==> src/rtl/acs_pkg.sv <==
// Package: shared types, codes and constants for the accumulator step unit.
`timescale 1ns / 1ps
`default_nettype none
package acs_pkg;
  localparam int MemDepthDefault = 256;
  localparam int DataW = 8;
  localparam int WordW = 12;
  localparam int PcW = 9;
  localparam int CfgIdxW = 1;
  localparam int CfgDataW = 9;
  localparam logic [PcW-1:0] PcTop = 9'd256;

  localparam logic [1:0] FuncWrite   = 2'd0;
  localparam logic [1:0] FuncRestart = 2'd1;
  localparam logic [1:0] FuncExec    = 2'd2;

  localparam logic [1:0] StRun  = 2'd0;
  localparam logic [1:0] StHlt  = 2'd1;
  localparam logic [1:0] StEnd  = 2'd2;
  localparam logic [1:0] StDivZ = 2'd3;

  localparam logic [CfgIdxW-1:0] CfgStart = 1'd0;
  localparam logic [CfgIdxW-1:0] CfgEnd   = 1'd1;

  localparam logic [3:0] OpGrp = 4'd0, OpLda = 4'd1, OpSta = 4'd2, OpLdi = 4'd3,
    OpMab = 4'd4, OpMba = 4'd5, OpAdd = 4'd6, OpSub = 4'd7, OpMul = 4'd8,
    OpDiv = 4'd9, OpLog = 4'd10, OpInd = 4'd11, OpJmp = 4'd12, OpCal = 4'd13,
    OpRet = 4'd14, OpHlt = 4'd15;

  typedef enum logic [2:0] {
    S_IDLE, S_FETCH, S_DECODE, S_OPER, S_DIV, S_MUL, S_DONE
  } state_t;

  typedef struct packed {
    logic [1:0]  func;
    logic [7:0]  mem_addr;
    logic [11:0] mem_word;
  } in_item_t;

  typedef struct packed {
    logic [7:0] acc_value;
    logic [7:0] b_value;
    logic       carry_flag;
    logic       zero_flag;
    logic [8:0] next_pc;
    logic [1:0] run_status;
    logic       stored;
    logic [7:0] store_addr;
  } out_item_t;

  typedef struct packed {
    logic       start;
    logic [7:0] dividend;
    logic [7:0] divisor;
  } div_req_t;

  typedef struct packed {
    logic       done;
    logic [7:0] quot;
    logic [7:0] rem;
  } div_rsp_t;
endpackage
`default_nettype wire

==> src/rtl/acs_divider.sv <==
// Iterative restoring 8-bit divider, one quotient bit per cycle.
`timescale 1ns / 1ps
`default_nettype none
module acs_divider import acs_pkg::*; (
  input  wire logic     clk,
  input  wire logic     rst_n,
  input  wire div_req_t req,
  output div_rsp_t      rsp
);
  logic [3:0] cnt_r;
  logic       busy_r, done_r;
  logic [7:0] q_r, d_r;
  logic [8:0] rem_r;
  logic [8:0] trial;

  assign trial = {rem_r[7:0], q_r[7]};

  always_ff @(posedge clk) begin
    if (!rst_n) begin
      busy_r <= 1'b0;
      done_r <= 1'b0;
      cnt_r  <= '0;
    end else begin
      done_r <= 1'b0;
      if (req.start) begin
        busy_r <= 1'b1;
        cnt_r  <= 4'd8;
        q_r    <= req.dividend;
        d_r    <= req.divisor;
        rem_r  <= '0;
      end else if (busy_r) begin
        if (trial >= {1'b0, d_r}) begin
          rem_r <= trial - {1'b0, d_r};
          q_r   <= {q_r[6:0], 1'b1};
        end else begin
          rem_r <= trial;
          q_r   <= {q_r[6:0], 1'b0};
        end
        cnt_r <= cnt_r - 4'd1;
        if (cnt_r == 4'd1) begin
          busy_r <= 1'b0;
          done_r <= 1'b1;
        end
      end
    end
  end

  assign rsp.done = done_r;
  assign rsp.quot = q_r;
  assign rsp.rem  = rem_r[7:0];
endmodule
`default_nettype wire

==> src/rtl/accumulator_cpu_step_unit.sv <==
// Top level: accumulator machine step unit with program memory and sequencer.
//   channel | ports             | direction
//   input   | in_valid/in_stall | item in: func, mem_addr, mem_word
//   output  | out_valid/out_stall | result item
//   config  | cfg_we/idx/data   | register write
// A write or restart item goes through fetch and done; an execute item on a
// running machine goes through decode and operand too, MUL a multiply state,
// and DIV waits in a divide state on the 8-bit iterative divider. After reset
// a clearing pass sweeps the program memory before the first item is taken.
// The result sits in an output register; one item is in flight at a time.
`timescale 1ns / 1ps
`default_nettype none
module accumulator_cpu_step_unit import acs_pkg::*; #(
  parameter int MEM_DEPTH = MemDepthDefault
) (
  input  wire logic                clk,
  input  wire logic                rst_n,
  input  wire logic                in_valid,
  output logic                     in_stall,
  input  wire in_item_t            in_data,
  output logic                     out_valid,
  input  wire logic                out_stall,
  output out_item_t                out_data,
  input  wire logic                cfg_we,
  input  wire logic [CfgIdxW-1:0]  cfg_idx,
  input  wire logic [CfgDataW-1:0] cfg_data
);
  localparam int AW = $clog2(MEM_DEPTH);

  logic [WordW-1:0] mem [MEM_DEPTH];
  logic [WordW-1:0] rd_data_r;
  logic [AW-1:0]    rd_addr, wr_addr;
  logic             rd_en, wr_en;
  logic [WordW-1:0] wr_data;

  logic [AW:0] clr_cnt_r;
  logic        clr_busy_r;

  state_t state_r, state_nxt;
  in_item_t item_r, item_nxt;
  logic [7:0] acc_r, acc_nxt, b_r, b_nxt;
  logic carry_r, carry_nxt, zero_r, zero_nxt;
  logic [8:0] pc_r, pc_nxt, ret_r, ret_nxt;
  logic [1:0] halt_r, halt_nxt;
  logic [7:0] start_r;
  logic [8:0] end_r;
  logic [11:0] ir_r, ir_nxt;
  logic [15:0] prod_r, prod_nxt;
  out_item_t out_r, out_nxt;
  logic out_valid_r, out_valid_nxt;
  logic st_nxt;
  logic [7:0] sa_nxt;
  div_req_t dreq;
  div_rsp_t drsp;

  logic [8:0] lim;
  logic [3:0] op;
  logic [7:0] opd;
  logic [8:0] inc9, skip9, tsum;
  logic [7:0] acc_w;

  acs_divider u_div (.clk(clk), .rst_n(rst_n), .req(dreq), .rsp(drsp));

  always_ff @(posedge clk) begin
    if (wr_en) mem[wr_addr] <= wr_data;
    if (rd_en) rd_data_r <= mem[rd_addr];
  end

  always_ff @(posedge clk) begin
    if (!rst_n) begin
      clr_cnt_r  <= '0;
      clr_busy_r <= 1'b1;
      start_r    <= '0;
      end_r      <= PcTop;
    end else begin
      if (clr_busy_r) begin
        clr_cnt_r <= clr_cnt_r + 1'b1;
        if (clr_cnt_r == (AW+1)'(MEM_DEPTH - 1)) clr_busy_r <= 1'b0;
      end
      if (cfg_we) begin
        unique case (cfg_idx)
          CfgStart: start_r <= cfg_data[7:0];
          CfgEnd:   end_r   <= cfg_data;
          default: ;
        endcase
      end
    end
  end

  always_ff @(posedge clk) begin
    if (!rst_n) begin
      state_r <= S_IDLE;
      acc_r <= '0; b_r <= '0; carry_r <= 1'b0; zero_r <= 1'b0;
      pc_r <= '0; ret_r <= '0; halt_r <= StRun;
      out_valid_r <= 1'b0;
    end else begin
      state_r <= state_nxt;
      acc_r <= acc_nxt; b_r <= b_nxt; carry_r <= carry_nxt; zero_r <= zero_nxt;
      pc_r <= pc_nxt; ret_r <= ret_nxt; halt_r <= halt_nxt;
      out_valid_r <= out_valid_nxt;
    end
  end

  always_ff @(posedge clk) begin
    item_r <= item_nxt;
    ir_r   <= ir_nxt;
    prod_r <= prod_nxt;
    out_r  <= out_nxt;
  end

  assign lim   = (end_r > PcTop) ? PcTop : end_r;
  assign op    = ir_r[11:8];
  assign opd   = ir_r[7:0];
  assign inc9  = pc_r + 9'd1;
  assign skip9 = (pc_r + 9'd2 > PcTop) ? PcTop : pc_r + 9'd2;

  always_comb begin
    state_nxt = state_r;
    item_nxt = item_r; ir_nxt = ir_r; prod_nxt = prod_r;
    acc_nxt = acc_r; b_nxt = b_r; carry_nxt = carry_r; zero_nxt = zero_r;
    pc_nxt = pc_r; ret_nxt = ret_r; halt_nxt = halt_r;
    out_nxt = out_r; out_valid_nxt = out_valid_r;
    rd_en = 1'b0; rd_addr = '0;
    wr_en = 1'b0; wr_addr = '0; wr_data = '0;
    dreq = '0;
    st_nxt = 1'b0; sa_nxt = '0;
    tsum = '0; acc_w = acc_r;
    in_stall = 1'b1;
    if (out_valid_r && !out_stall) out_valid_nxt = 1'b0;
    if (clr_busy_r) begin
      wr_en = 1'b1;
      wr_addr = clr_cnt_r[AW-1:0];
    end
    unique case (state_r)
      S_IDLE: begin
        in_stall = clr_busy_r || (out_valid_r && out_stall);
        if (in_valid && !in_stall) begin
          item_nxt = in_data;
          state_nxt = S_FETCH;
        end
      end
      S_FETCH: begin
        state_nxt = S_DONE;
        if (item_r.func == FuncWrite) begin
          wr_en = 1'b1;
          wr_addr = AW'(item_r.mem_addr % MEM_DEPTH);
          wr_data = item_r.mem_word;
        end else if (item_r.func == FuncRestart) begin
          pc_nxt = {1'b0, start_r};
          halt_nxt = ({1'b0, start_r} >= lim) ? StEnd : StRun;
        end else if (item_r.func == FuncExec && halt_r == StRun) begin
          if (pc_r >= lim) halt_nxt = StEnd;
          else begin
            rd_en = 1'b1;
            rd_addr = AW'(pc_r % MEM_DEPTH);
            state_nxt = S_DECODE;
          end
        end
      end
      S_DECODE: begin
        ir_nxt = rd_data_r;
        rd_en = 1'b1;
        rd_addr = (rd_data_r[11:8] == OpInd) ? AW'(b_r % MEM_DEPTH)
                                             : AW'(rd_data_r[7:0] % MEM_DEPTH);
        state_nxt = S_OPER;
      end
      S_OPER: begin
        pc_nxt = inc9;
        state_nxt = S_DONE;
        case (op)
          OpGrp: begin
            case (opd)
              8'd0: acc_nxt = '0;
              8'd1: carry_nxt = 1'b0;
              8'd2: zero_nxt = 1'b0;
              8'd3: acc_nxt = ~acc_r;
              8'd4: carry_nxt = ~carry_r;
              8'd5: zero_nxt = ~zero_r;
              8'd6: begin
                tsum = {1'b0, acc_r} + 9'd1;
                carry_nxt = tsum[8]; acc_nxt = tsum[7:0];
                zero_nxt = (tsum[7:0] == 8'd0);
              end
              8'd7: begin
                carry_nxt = (acc_r == 8'd0); acc_nxt = acc_r - 8'd1;
                zero_nxt = (acc_r == 8'd1);
              end
              8'd8:  if (carry_r) pc_nxt = skip9;
              8'd9:  if (!carry_r) pc_nxt = skip9;
              8'd10: if (zero_r) pc_nxt = skip9;
              8'd11: if (!zero_r) pc_nxt = skip9;
              8'd12: begin
                acc_w = {carry_r, acc_r[7:1]};
                carry_nxt = acc_r[0]; acc_nxt = acc_w; zero_nxt = (acc_w == 8'd0);
              end
              8'd13: begin
                acc_w = {acc_r[6:0], carry_r};
                carry_nxt = acc_r[7]; acc_nxt = acc_w; zero_nxt = (acc_w == 8'd0);
              end
              default: ;
            endcase
          end
          OpLda: acc_nxt = rd_data_r[7:0];
          OpSta: begin
            wr_en = 1'b1; wr_addr = AW'(opd % MEM_DEPTH); wr_data = {4'd0, acc_r};
            st_nxt = 1'b1; sa_nxt = 8'(opd % MEM_DEPTH);
          end
          OpLdi: acc_nxt = opd;
          OpMab: b_nxt = acc_r;
          OpMba: acc_nxt = b_r;
          OpAdd: begin
            tsum = {1'b0, acc_r} + {1'b0, b_r};
            carry_nxt = tsum[8]; acc_nxt = tsum[7:0];
            zero_nxt = (tsum[7:0] == 8'd0);
          end
          OpSub: begin
            acc_w = acc_r - b_r;
            carry_nxt = (acc_r < b_r); acc_nxt = acc_w; zero_nxt = (acc_w == 8'd0);
          end
          OpMul: begin
            prod_nxt = acc_r * b_r;
            pc_nxt = pc_r;
            state_nxt = S_MUL;
          end
          OpDiv: begin
            if (b_r == 8'd0) begin
              halt_nxt = StDivZ; pc_nxt = pc_r;
            end else begin
              dreq.start = 1'b1; dreq.dividend = acc_r; dreq.divisor = b_r;
              pc_nxt = pc_r;
              state_nxt = S_DIV;
            end
          end
          OpLog: begin
            if (opd == 8'd0) begin
              acc_w = acc_r & b_r; acc_nxt = acc_w; zero_nxt = (acc_w == 8'd0);
            end else if (opd == 8'd1) begin
              acc_w = acc_r | b_r; acc_nxt = acc_w; zero_nxt = (acc_w == 8'd0);
            end
          end
          OpInd: begin
            if (opd == 8'd0) acc_nxt = rd_data_r[7:0];
            else if (opd == 8'd1) begin
              wr_en = 1'b1; wr_addr = AW'(b_r % MEM_DEPTH); wr_data = {4'd0, acc_r};
              st_nxt = 1'b1; sa_nxt = 8'(b_r % MEM_DEPTH);
            end
          end
          OpJmp: pc_nxt = {1'b0, opd};
          OpCal: begin ret_nxt = inc9; pc_nxt = {1'b0, opd}; end
          OpRet: pc_nxt = ret_r;
          OpHlt: begin halt_nxt = StHlt; pc_nxt = pc_r; end
          default: ;
        endcase
        if (state_nxt == S_DONE && halt_nxt == StRun && pc_nxt >= lim)
          halt_nxt = StEnd;
      end
      S_MUL: begin
        if (prod_r > 16'd255) begin
          b_nxt = prod_r[15:8]; carry_nxt = 1'b1;
        end else carry_nxt = 1'b0;
        acc_nxt = prod_r[7:0];
        zero_nxt = (prod_r[7:0] == 8'd0);
        pc_nxt = inc9;
        if (inc9 >= lim) halt_nxt = StEnd;
        state_nxt = S_DONE;
      end
      S_DIV: begin
        if (drsp.done) begin
          acc_nxt = drsp.quot; b_nxt = drsp.rem;
          zero_nxt = (drsp.quot == 8'd0);
          pc_nxt = inc9;
          if (inc9 >= lim) halt_nxt = StEnd;
          state_nxt = S_DONE;
        end
      end
      S_DONE: begin
        state_nxt = S_IDLE;
      end
      default: state_nxt = S_IDLE;
    endcase
    if ((state_r == S_FETCH && state_nxt == S_DONE) || state_r == S_OPER ||
        state_r == S_MUL || state_r == S_DIV) begin
      if (state_nxt == S_DONE) begin
        out_valid_nxt = 1'b1;
        out_nxt.acc_value = acc_nxt;
        out_nxt.b_value = b_nxt;
        out_nxt.carry_flag = carry_nxt;
        out_nxt.zero_flag = zero_nxt;
        out_nxt.next_pc = pc_nxt;
        out_nxt.run_status = halt_nxt;
        out_nxt.stored = st_nxt;
        out_nxt.store_addr = sa_nxt;
      end
    end
  end

  assign out_valid = out_valid_r;
  assign out_data  = out_r;

  a_one_inflight: assert property (@(posedge clk) disable iff (!rst_n)
    (state_r != S_IDLE) |-> in_stall) else $error("item accepted while busy");
  a_no_take_in_clear: assert property (@(posedge clk) disable iff (!rst_n)
    clr_busy_r |-> in_stall) else $error("item accepted during memory clear");
  a_store_flag: assert property (@(posedge clk) disable iff (!rst_n)
    (out_valid && !out_data.stored) |-> (out_data.store_addr == 8'd0))
    else $error("store address without store");
  a_pc_range: assert property (@(posedge clk) disable iff (!rst_n)
    pc_r <= PcTop) else $error("program counter out of range");
endmodule
`default_nettype wire
==> config.mk <==
export PLATFORM = sky130hd
export DESIGN_NAME = accumulator_cpu_step_unit
export DESIGN_NICKNAME = d
export VERILOG_FILES = /design/src/rtl/acs_pkg.sv /design/src/rtl/acs_divider.sv /design/src/rtl/accumulator_cpu_step_unit.sv
export SDC_FILE = /design/constraint.sdc
export NUM_CORES = 2
export LEC_CHECK = 0
export BUFFER_PORTS_ARGS = -buffer_cell sky130_fd_sc_hd__buf_2
export CAP_MARGIN = 10
export CORE_MARGIN = 4
export CORE_UTILIZATION = 48
export CTS_BUF_LIST = sky130_fd_sc_hd__clkbuf_4
export CTS_CLUSTER_SIZE = 25
export DETAILED_ROUTE_END_ITERATION = 12
export PLACE_DENSITY = 0.61
export SLEW_MARGIN = 25
export SYNTH_ARGS = -nofsm -noshare
export SYNTH_HDL_FRONTEND = slang
export SYNTH_HIERARCHICAL = 1
export SYNTH_SLANG_ARGS = --single-unit
==> constraint.sdc <==
create_clock -name clk -period 7.51 [get_ports clk]
set_clock_uncertainty 0.15 [all_clocks]
set_input_delay 1.502 -clock clk [delete_from_list [all_inputs] [get_ports clk]]
set_output_delay 1.502 -clock clk [all_outputs]
set_load 0.01 [all_outputs]
; After elaboration in Yosys (flattened, before gate mapping)
; Memory sizes are Yosys's and may differ from the RTL's. A register that Yosys moved wholly into a read port is not among the register bits.
; Cells that the tools add are included.
[op_classes]
add_sub_neg = 9
mul = 1
n_div = 0
order_cmp = 9
n_eq_ne = 41
shift = 0
n_mux = 112
bitwise_logic = 10
reduce_logical = 44
[ops]
columns = cell, n
row1 = 8-bit two-way mux, 24
row2 = 9-bit one-hot mux with 4 select lines, 3
row3 = 8-bit zero test, 12
row4 = 9-bit two-way mux, 10
row5 = 8-bit one-hot mux with 2 select lines, 5
row6 = 8-bit one-hot mux with 8 select lines, 1
row7 = 17-bit two-way mux, 3
row8 = "8-bit by 4-bit equality test with 1-bit output, second input constant", 6
row9 = 8-bit one-hot mux with 3 select lines, 2
row10 = 8-bit one-hot mux with 6 select lines, 1
row11 = "4-bit equality test, second input constant", 9
row12 = "8-bit by 3-bit equality test with 1-bit output, second input constant", 4
row13 = 9-bit >= comparator, 3
row14 = 1-bit two-way mux, 27
row15 = 12-bit one-hot mux with 2 select lines, 1
row16 = 2-bit two-way mux, 11
row17 = 3-bit two-way mux, 7
row18 = "9-bit by 1-bit adder with 9-bit output, second input constant", 2
row19 = "9-bit > comparator, second input constant", 2
row20 = 3-bit one-hot mux with 6 select lines, 1
row21 = "4-bit by 3-bit equality test with 1-bit output, second input constant", 4
row22 = "8-bit by 1-bit equality test with 1-bit output, second input constant", 2
row23 = "8-bit by 2-bit equality test with 1-bit output, second input constant", 2
row24 = "16-bit by 8-bit > comparator with 1-bit output, second input constant", 1
row25 = 40 further kinds, 83
[totals]
regBits = 187
latchBits = 0
ramBits = 3072
rom_bits = 0
in_bits = 37
out_inout_bits = 40
elab_cells = 260
n_memories = 1
[memory_table]
columns = name, depth, word_bits, rd, rd_clocked_by_memory_dff, write_ports, line_no
row1 = mem, 256, 12, 1, 1, 1, accumulator_cpu_step_unit.sv:30  ; logic [WordW-1:0] mem [MEM_DEPTH];

; Longest topological paths before layout
[logic_depth]
depth_word = 14
depth_mapped = 22
ltp_nobuf = 20

; By module
; The synthesis kept the hierarchy.
[modules_own_cells]
columns = mod, n_inst, cells_per_inst, area_per_inst_um2, seq_area_each_um2
row1 = accumulator_cpu_step_unit, 1, 9838, 133646.9, 96632.7
row2 = acs_divider, 1, 133, 1675.4, 840.8

; Worst setup path after synthesis
; No wires, ideal clock.
[synth_path]
kind = register to register
from = reg ir_r[4]
to = mem mem[0][0] (data pin)
setup_time_ps = 866
t_arrival_ps = 5231
required_time_ps = 6494
path_slack_ps = 1263
stages_incl_launch_ff = 6
n_path_buf = 0
period_less_slack_ps = 6247
path_cell_list = edfxtp_1 > or4_4 > nor4_4 > nor2_1 > nor2_1 > a22o_1
[synth_between]
elab_chain_cells = 5
word_cells_on_any_way = 6
cone_classes = eq/ne (1) / mux (4) / reduce/logical (1)
[synth_lines]
columns = item, line_no
row1 = from (decl), accumulator_cpu_step_unit.sv:47  ; logic [11:0] ir_r, ir_nxt;
row2 = from (signal assigned), accumulator_cpu_step_unit.sv:106  ; ir_r <= ir_nxt;
row3 = 8-bit by 1-bit equality test with 1-bit output, accumulator_cpu_step_unit.sv:243  ; else if (opd == 8'd1) begin
row4 = 8-bit two-way mux, accumulator_cpu_step_unit.sv:243
row5 = 8-bit two-way mux (*), accumulator_cpu_step_unit.sv:242  ; if (opd == 8'd0) acc_nxt = rd_data_r[7:0];
row6 = 8-bit one-hot mux with 2 select lines (*), accumulator_cpu_step_unit.sv:170  ; case (op)
row7 = 12-bit one-hot mux with 2 select lines (*), accumulator_cpu_step_unit.sv:134  ; unique case (state_r)
row8 = net wr_data[0], accumulator_cpu_step_unit.sv:34  ; logic [WordW-1:0] wr_data;
row9 = to (decl), accumulator_cpu_step_unit.sv:30
; The timed path passes the listed nets; every way through them passes the cells marked *.

; Final worst setup path
[layout_path]
from = reg end_r[8]
to = reg rd_data_r[8], read port of mem (data pin)
[layout_between]
elab_chain_cells = 8
word_cells_on_any_way = 13
cone_classes = order compare (2) / mux (11)
[layout_lines]
columns = item, line_no
row1 = from (decl), accumulator_cpu_step_unit.sv:46  ; logic [8:0] end_r;
row2 = from (signal assigned), accumulator_cpu_step_unit.sv:74  ; end_r <= PcTop;
row3 = from (signal assigned), accumulator_cpu_step_unit.sv:83  ; CfgEnd: end_r <= cfg_data;
row4 = 9-bit > comparator, accumulator_cpu_step_unit.sv:111  ; assign lim = (end_r > PcTop) ? PcTop : end_r;
row5 = 9-bit two-way mux (*), accumulator_cpu_step_unit.sv:111
row6 = 9-bit >= comparator (*), accumulator_cpu_step_unit.sv:152  ; if (pc_r >= lim) halt_nxt = StEnd;
row7 = 8-bit two-way mux / 1-bit two-way mux (equally long branches), accumulator_cpu_step_unit.sv:152
row8 = 8-bit two-way mux / 1-bit two-way mux (equally long branches), accumulator_cpu_step_unit.sv:151  ; end else if (item_r.func == FuncExec && halt_r == StRun) begin
row9 = 8-bit two-way mux / 1-bit two-way mux (equally long branches), accumulator_cpu_step_unit.sv:148  ; end else if (item_r.func == FuncRestart) begin
row10 = 8-bit two-way mux / 1-bit two-way mux (equally long branches), accumulator_cpu_step_unit.sv:144  ; if (item_r.func == FuncWrite) begin
row11 = 8-bit one-hot mux with 2 select lines / 1-bit one-hot mux with 2 select lines (equally long branches), accumulator_cpu_step_unit.sv:134
row12 = to (decl), accumulator_cpu_step_unit.sv:31  ; logic [WordW-1:0] rd_data_r;
; Mark *: on every way between the ends. The rest lies on a longest branch, timed or not.
; A chain may end at the register's enable or synchronous reset.

==> flow_metrics.tcl <==
set metrics [dict create \
    critical_path_depth 15 \
    synthFlopType "edfxtp_1" \
    synth_compound_area_frac 0.0733 \
    cts_setup_buffers 0 \
    syn_nets 10163 \
    powerDensity_mw_per_mm2 226 \
    start_kind "flop" \
    fp-row-count 194 \
    cts_root_buffer "clkbuf_4" \
    gp_congestion 0.944 \
    critPathRequiredTime_ns 8.71 \
    clock_power_share 0.423 \
    initial_core_util 0.484 \
    tightest_slew_ns 1.23 \
    coreArea_mm2 0.280 \
    final_util 0.549 \
    grt-ovfl-total 0 \
    min_period_over_period 0.880 \
    area_growth_pct 13.5 \
    setup_violations 0 \
    cts_tree "built" \
    antenna_found_initial 32 \
    rr_worst_depth 15 \
    synthAdderAreaFrac 0.0165 \
    share_comb_of_total_power 0.006 \
    synth_edf_count 3196 \
    die_area_mm2 0.290 \
    clk_latency_ns 1.64 \
    fin_nets 11067 \
    drive_above_1_share 0.179 \
    ir_drop_uv 153 \
    cp_common_cell "buf_4" \
    viasPerCell 6.21 \
    p_leak_nw 52.2 \
    regToRegSetupSlack_ns 0.90 \
    cpPeakStageDelay_ns 0.83 \
    hpwl_mm 293 \
    critPathBufInv 3 \
    path_cells "clkinv_1 > nand2_1 > ha_1 > a21oi_1 > o21ai_0 > a211oi_2 > a311oi_4 > buf_4 > nand2_4 > buf_4 > o22ai_1 > o21ai_1 > nand3_1 > nor3_1 > nor4_1" \
    totalNegativeSetupSlack_ns 0 \
    netSwitchingFraction 0.218 \
    hold_class "in2reg" \
    syn_inst 9971 \
    crit_slowest_cell "a211oi_2" \
    p_switching_mw 7.56 \
    die-height_um 539 \
    cts_buffers 815 \
    status "finished clean" \
    r2r-end "rd_data_r[8]" \
    synth_top_family_by_area "simple AND/OR/NAND/NOR gates" \
    rsz0062_at_grt "false" \
    synth_xor_area_frac 0.00304 \
    pwr-share-seq 0.570 \
    relSlewSlack 0.179 \
    fmax_mhz 151 \
    yosysSeqAreaShare 0.720 \
    total_power_mw 34.6 \
    clk_pin_slew_worst_paths_ns 0.07 \
    intPower_mw 27.1 \
    avgRoutedWirePerCell_um 31.1 \
    final_max_slew_viol_count 0 \
    route.detailed.drc 0 \
    clk_path_buf_depth 4 \
    synth_cell_type_count 103 \
    grt_pass1_vias 90267 \
    muxShareOfSynthArea 0.0400 \
    synthSimpleGateAreaFrac 0.121 \
    crit_fanout 19 \
    dr.first_iter.drc_count 12995 \
    ys_warn_count 6 \
    ant_nets 0 \
    htreeDepth 6 \
    syn_area_mm2 0.135 \
    cts_sinks 3271 \
    grt_max_degree 193 \
    synthArstFlopShare 0 \
    io_pins 77 \
    worstSetupEndpoint "rd_data_r[8]" \
    wl_mm 472 \
    hold_viol 0 \
    syn_avg_cell_area_um2 13.6 \
    drv_cap 0 \
    synth_top_area_frac 0.709 \
    port_buffers 76 \
    r2r-start "end_r[8]" \
    critPathArrivalTime_ns 7.81 \
    routed-via-count 94551 \
    dr.pass1.iters 8 \
    ys_seq_elements 3271 \
    path_class "reg2reg" \
    startpoint "end_r[8]" \
    cpLargestDelayFamily "compound AO/OA/AOI/OAI gates" \
    crit_path_end_kind "flop" \
    ys_top_cells_by_area "edfxtp_1 (71%), nand2_1 (5.7%), mux2i_1 (3.9%)" \
    grt_usage 0.316 \
    yosys.area.top_type "edfxtp_1" \
    period_needed_ns 6.61 \
    fin_ws_ns 0.900 \
    grt_pass1_wl_mm 664 \
    die_width_um 539 \
    pre_cts_ws_ns 1.01 \
]
## worst min-delay path by stage
stage | startpoint | endpoint | slack, ns | cells past startpoint
detailed placement | end_r[5] | end_r[5] | 0.30 | 2
CTS | cfg_we | end_r[2] | 0.15 | 4
floorplan | end_r[0] | end_r[0] | 0.28 | 2
global placement | end_r[0] | end_r[0] | 0.31 | 2
global route | in_valid | item_r[11] | 0.21 | 3
finish | in_valid | item_r[17] | 0.28 | 3
## layer usage
metal,vias to the layer above,track usage,wire length [um]
met4,20,0.172,28400
met1,46817,0.414,174000
met5,-,0.00115,204
met2,6425,0.479,212000
met3,1260,0.0873,57500
li1,40029,-,-
## state kept, by name, indices dropped and copies added (netlist names), 8 cells and up
name         count
pc_r             9
end_r            9
acc_r            8
start_r          8
u_div/rem_r      8
ir_r            12
out_data        38
mem           3072
clr_cnt_r        9
u_div/d_r        8
b_r              8
u_div/q_r        8
item_r          22
prod_r          16
rd_data_r       12
ret_r            9
## cell type report
type | instances | area (um^2)
diodes | 34 | 85.1
clock buffers | 1138 | 8540
clock inverters | 260 | 1520
fillers | 23242 | 126000
inverters | 113 | 424
multi-input cells | 5949 | 34800
flip-flops and latches | 3271 | 97500
well taps | 3724 | 4660
repair buffers | 725 | 6130
## cells in the mapped netlist, types with 42 or more instances
master / count
buf_2: 229
nor4_1: 55
buf_1: 63
nand2_1: 2039
nor3_1: 69
nand4_1: 133
a32oi_1: 64
a21oi_1: 212
ha_1: 116
nor2_1: 455
a211oi_1: 153
o22ai_1: 216
a31oi_1: 268
clkbuf_1: 263
and3_1: 131
edfxtp_1: 3196
dfxtp_1: 75
nand3_1: 704
inv_1: 101
buf_4: 58
o2111ai_1: 42
o21ai_0: 192
mux2i_1: 530
## placed cells by master (no fill, tap or decap), types with 211 or more instances in the layout
master / count
edfxtp_1: 3196
nand2_1: 2031
clkbuf_4: 1138
nand3_1: 699
buf_4: 553
mux2i_1: 530
nor2_1: 427
a31oi_1: 267
o22ai_1: 216
a21oi_1: 211
## timing repair
item / in CTS / in global routing
hold buffers: 32 / 0
gates resized for setup: 0 / 0
endpoints found under the hold margin: 40 / 0
endpoints found under the setup margin: 0 / 0
## cell families after synthesis
family,count (synthesis)
XOR/XNOR,47
AO/OA/AOI/OAI,1473
adder cells (fa/ha/maj),155
buffers and inverters,751
multiplexers,540
AND/OR/NAND/NOR,3734
flip-flops,3271
## power by group through the flow
| stage | Clock (mW) | Sequential [mW] | Combinational, mW |
|---|---|---|---|
| floorplan | 0 | 20.1 | 0.0817 |
| global placement | 0 | 20.2 | 0.199 |
| detailed placement | 0 | 20.2 | 0.201 |
| CTS | 14.9 | 19.8 | 0.216 |
| global route | 15.9 | 19.7 | 0.228 |
| finish | 14.7 | 19.8 | 0.224 |
## stage by stage
stage / instances / instance area [um^2] / hold WS (ns)
floorplan: 9971 / 135000 / 0.282
global placement: 13744 / 143000 / 0.306
detailed placement: 13747 / 143000 / 0.305
CTS: 15177 / 153000 / 0.145
global route: 15187 / 154000 / 0.214
finish: 15214 / 154000 / 0.277
## tightest hold or removal path, cell delays in order
cell and delay, ns:
buf_2 0.10, inv_1 0.08, nor2_4 0.14
Power figures use the tool's default switching activity.
